## src/rtl/mrt_pkg.sv

```systemverilog
// shared types, widths and codes of the memory request rate throttle
package mrt_pkg;

	// fixed field widths
	localparam int CORE_W     = 2;
	localparam int IV_W       = 24;
	localparam int POL_W      = 2;
	localparam int CNT_W      = 32;
	localparam int CFG_IDX_W  = 3;
	localparam int CFG_DATA_W = 24;
	localparam int NUM_IV     = 4;

	// defaults for the top level parameters
	localparam int DEF_NUM_CORES  = 4;
	localparam int DEF_TIME_WIDTH = 48;

	localparam logic [CNT_W-1:0] CNT_MAX = '1;

	// operation codes of an input beat
	localparam logic OP_REQUEST = 1'b0;
	localparam logic OP_RESTART = 1'b1;

	// throttling policies
	localparam logic [POL_W-1:0] POL_STRICT  = 2'd0;
	localparam logic [POL_W-1:0] POL_AVERAGE = 2'd1;
	localparam logic [POL_W-1:0] POL_TOKEN   = 2'd2;
	localparam logic [POL_W-1:0] POL_RESET   = POL_TOKEN;

	// configuration register indexes
	localparam logic [CFG_IDX_W-1:0] REG_POLICY    = 3'd0;
	localparam logic [CFG_IDX_W-1:0] REG_INTERVAL0 = 3'd1;
	localparam logic [CFG_IDX_W-1:0] REG_INTERVAL3 = 3'd4;

	// sequencer states
	typedef enum logic [3:0] {
		ST_IDLE,
		ST_COUNT,
		ST_MUL,
		ST_AVG,
		ST_SPACE,
		ST_TOKEN,
		ST_DIV,
		ST_TGAIN,
		ST_TADV,
		ST_DONE
	} state_t;

	// handshake between sequencer and divider
	typedef struct packed {
		logic start;
	} div_req_t;

	typedef struct packed {
		logic busy;
		logic done;
	} div_rsp_t;

endpackage

```

## src/rtl/mrt_div.sv

```systemverilog
// serial restoring divider: one quotient bit per cycle
module mrt_div #(
	parameter int TIME_WIDTH = mrt_pkg::DEF_TIME_WIDTH
) (
	input  logic                     clk,
	input  logic                     arst_n,
	input  mrt_pkg::div_req_t        req,
	input  logic [TIME_WIDTH-1:0]    dividend,
	input  logic [mrt_pkg::IV_W-1:0] divisor,
	output mrt_pkg::div_rsp_t        rsp,
	output logic [TIME_WIDTH-1:0]    quotient,
	output logic [mrt_pkg::IV_W-1:0] remainder
);

	localparam int IV_W   = mrt_pkg::IV_W;
	localparam int STEP_W = $clog2(TIME_WIDTH + 1);

	logic                busy_q;
	logic                done_q;
	logic [STEP_W-1:0]   step_q;
	logic [TIME_WIDTH-1:0] dq_q;
	logic [IV_W-1:0]     rem_q;
	logic [IV_W-1:0]     div_q;

	logic [IV_W:0] trial;
	logic [IV_W:0] diff;
	logic          ge;

	// trial subtraction of the shifted partial remainder
	always_comb begin
		trial = {rem_q, dq_q[TIME_WIDTH-1]};
		ge    = trial >= {1'b0, div_q};
		diff  = trial - {1'b0, div_q};
	end

	// control: step counter, busy and done pulse
	always_ff @(posedge clk or negedge arst_n) begin
		if (!arst_n) begin
			busy_q <= 1'b0;
			done_q <= 1'b0;
			step_q <= '0;
		end else begin
			done_q <= 1'b0;
			if (req.start) begin
				busy_q <= 1'b1;
				step_q <= STEP_W'(TIME_WIDTH);
			end else if (busy_q) begin
				step_q <= step_q - 1'b1;
				if (step_q == STEP_W'(1)) begin
					busy_q <= 1'b0;
					done_q <= 1'b1;
				end
			end
		end
	end

	// datapath: dividend shifts out the top, quotient bits shift in below
	always_ff @(posedge clk) begin
		if (req.start) begin
			dq_q  <= dividend;
			rem_q <= '0;
			div_q <= divisor;
		end else if (busy_q) begin
			dq_q  <= {dq_q[TIME_WIDTH-2:0], ge};
			rem_q <= ge ? diff[IV_W-1:0] : trial[IV_W-1:0];
		end
	end

	assign rsp.busy  = busy_q;
	assign rsp.done  = done_q;
	assign quotient  = dq_q;
	assign remainder = rem_q;

endmodule

```

## config.mk

```make
export PLATFORM = sky130hd
export DESIGN_NAME = mrt_div
export DESIGN_NICKNAME = d
export VERILOG_FILES = /design/src/rtl/mrt_pkg.sv /design/src/rtl/mrt_div.sv
export SDC_FILE = /design/constraint.sdc
export NUM_CORES = 1
export LEC_CHECK = 0
export ABC_CLOCK_PERIOD_IN_PS = 7600
export BUFFER_PORTS_ARGS = -buffer_cell sky130_fd_sc_hd__buf_4
export CAP_MARGIN = 25
export CELL_PAD_IN_SITES_DETAIL_PLACEMENT = 1
export CELL_PAD_IN_SITES_GLOBAL_PLACEMENT = 2
export CORE_MARGIN = 2
export CORE_UTILIZATION = 27
export CTS_CLUSTER_DIAMETER = 40
export DETAILED_ROUTE_END_ITERATION = 7
export PLACE_DENSITY_LB_ADDON = 0.1
export SYNTH_ARGS = -nofsm -noshare
export SYNTH_HDL_FRONTEND = slang
export SYNTH_SLANG_ARGS = --single-unit
```

## constraint.sdc

```tcl
create_clock -name clk -period 7.6 [get_ports clk]
set_input_delay 0.38 -clock clk [delete_from_list [all_inputs] [get_ports clk]]
set_output_delay 0.38 -clock clk [all_outputs]
set_load 0.05 [all_outputs]
```

==> key figures <==
GRT
  – Total GRT Usage: 14.2%
  – Initial antenna violation count: 0
  – Pin count of the biggest net entering global routing: 64
  – Vias in the first global route: approximately 4500
  – Congestion Overflow GR: 0
  – First-pass GRT wire length: around 24000 µm

Cells and area
  – Most common cell after layout, fill and taps aside: buf_4
  – Layout area overhead: 29.9%
  – Share of cells above drive strength 1: 38.3%
  – Ant diodes: 0
  – Fillers: roughly 2200
  – Layout Nets: ~710
  – Most frequent cells in the layout: buf_4 (152), edfxtp_1 (72), mux2_2 (49), nor2_1 (33), nand2_1 (31)

Route
  – Drt first pass iters: 4
  – Drt total wl: between 10000 and 15000 µm
  – DR vias/cell: 4.62
  – DRC viols: 0
  – First DRT Iteration DRCs: roughly 100
  – Vias: between 4000 and 5000
  – Wirelength per Cell: 17.0 µm
  – Final antenna-violating net count: 0

CTS
  – Hold_buf cts: 1
  – Clk slew on worst S/H paths: about 0.080 ns
  – CTS buffer count: 9
  – TritonCTS Sinks: roughly 100
  – H-tree Lvls: 3
  – Worst-skew pair later-pin latency: roughly 0.36 ns
  – Clk buf depth: 2
  – Post-CTS repair timing setup buffer count: 0
  – Post-CTS resize count: 0
  – CTS tree: done
  – Clock root cell: clkbuf_16

Synthesis
  – Post-synth EDFFs: approximately 70
  – Post-Synthesis Cells: 460
  – Synth Net Count: between 500 and 600
  – Largest area contributor in the netlist: edfxtp_1
  – Sequential-to-total area share from yosys stat: about half
  – Synth Cell Area: around 5500 µm²
  – Synth Register Bits: roughly 100
  – YS warnings: 0
  – Avg Inst Size Synth: between 10 and 15 µm²
  – Commonest register cell after synthesis: edfxtp_1
  – Top post-synthesis cells by area: edfxtp_1 (39%), mux2_2 (10%), dfxtp_1 (8.7%), ha_1 (5.9%), dfrtp_1 (3.6%)
  – Post-synthesis cell type count: between 50 and 60
  – Top cell type's share of synthesized area: between 30 and 40%
  – Share of flip-flops with an asynchronous set or reset: under 10%

Timing
  – Rel. slew slack: roughly 45%
  – Fin. Hold Viols: 0
  – RSZ-0062 raised after global routing: no
  – FMAX: around 340 MHz
  – Hold slack: between 0.15 and 0.2 ns
  – Max-slew violation count: 0
  – Skew final: around 0.013 ns
  – Fin crit share: around two fifths
  – Slew @ Worst Pin: ~0.83 ns
  – Setup Viol. Count Final: 0
  – Setup_tns: 0 ns
  – Tmin final: ~2.9 ns

Critical path
  – CP required: around 7.9 ns
  – WS Path Type: flop to flop
  – Worst Setup Start Kind: flop
  – Crit path max fanout: 26
  – Worst path arrival time: between 3 and 4 ns
  – CP endpoint kind: flop

Floorplan
  – Die width: roughly 150 µm
  – Die H: 147 µm
  – CORE AREA: 20200 µm²
  – Io pins: about 150
  – Starting Density: 27.4%
  – # rows: 52
  – Die ar.: 21600 µm²

Run
  – Max-Cap Viols: 0

Power and ir drop
  – PD cells: approximately 290 nW/µm²
  – Max rail drop VDD: ~130 µV
  – Leakage: around 0.0030 µW

Place
  – Post-DP HPWL: roughly 11000 µm
  – IO buf count: about 150
  – GPL Wtd Cong: about 0.73

Outcome
  – Status: finished, final reports clean

Worst hold path
  – Hold Crit Class: input pin to flop
-- synthesized netlist by cell type, types with 9 or more instances --
master,count
a21oi_1,20
mux2_2,49
ha_1,26
mux2i_1,18
inv_1,31
dfxtp_1,24
a211oi_1,15
edfxtp_1,72
xor2_1,9
o21ai_0,14
xnor2_1,18
nor2_1,33
nand2_1,31
-- flip-flops by register name, indices dropped and copies added, names as in the netlist --
signal,cells
busy_q,1
div_q,24
done_q,1
remainder,24
step_q,6
quotient,48
-- per-stage QoR --
step	total power [µW]	instance area [µm²]	setup slack (ns)	utilization, %	instances
after floorplan	1360	5530	4.66	-	460
after global placement	1580	6850	4.74	33.9	861
after detailed placement	1590	6870	4.71	34.0	862
after CTS	2110	7180	4.66	35.6	879
after global routing	2190	7180	4.48	35.6	879
final	2070	7180	4.69	35.6	879
-- worst paths after layout --
kind                            slack, ns  cells after the start          from      endpoint
worst max-delay path                 4.69                     10  remainder[4]  remainder[0]
worst min-delay path                 0.19                      1   divisor[20]     div_q[20]
worst max register to register       4.69                     10  remainder[4]  remainder[0]
worst min register to register       0.51                      2  remainder[5]  remainder[5]
max in group asynchronous            7.07                      2        arst_n     step_q[5]
min in group asynchronous            0.39                      2        arst_n        done_q
-- metal layers --
metal  track usage [%]  wire [µm]  vias to the layer above
met2              24.1       7310                      104
li1                  -          -                     1967
met3              4.97       1030                       10
met4              3.61        162                        0
met1              17.2       6470                     1976
met5                 0          0                        -
-- critical path, cell delays in order, from the launching register on --
cell and delay [ns]:
dfxtp_1 0.35, ha_1 0.42, o21a_1 0.15, o211ai_1 0.10, a311o_1 0.36, nand2_2 0.14, a21boi_2 0.09, o211ai_4 0.14
buf_4 0.41, mux2_2 0.39, a211oi_1 0.24
-- final cells by class --
type	count	area (µm²)	area share, %
inverters	31	116	1.62
flip-flops and latches	104	2840	39.6
clock buffers	9	225	3.13
repair buffers	154	1170	16.3
multi-input cells	304	2410	33.5
well taps	270	338	4.70
clock inverters	7	83.8	1.17
-- report_power, final --
group / internal, µW / switching, µW / leakage [µW] / total [µW]
clock network: 264 / 238 / 0.000155 / 502
logic: 310 / 500 / 0.00184 / 810
registers: 690 / 65.1 / 0.00103 / 755
-- cell families after synthesis --
kind of cell	synth area share, %
simple gates	7.85
mux	13.2
fa+ha+maj	6.25
flops	51.4
xor+xnor	4.28
compound gates	11.9
buf+inv	5.05
(Power assumes the default switching activity.)
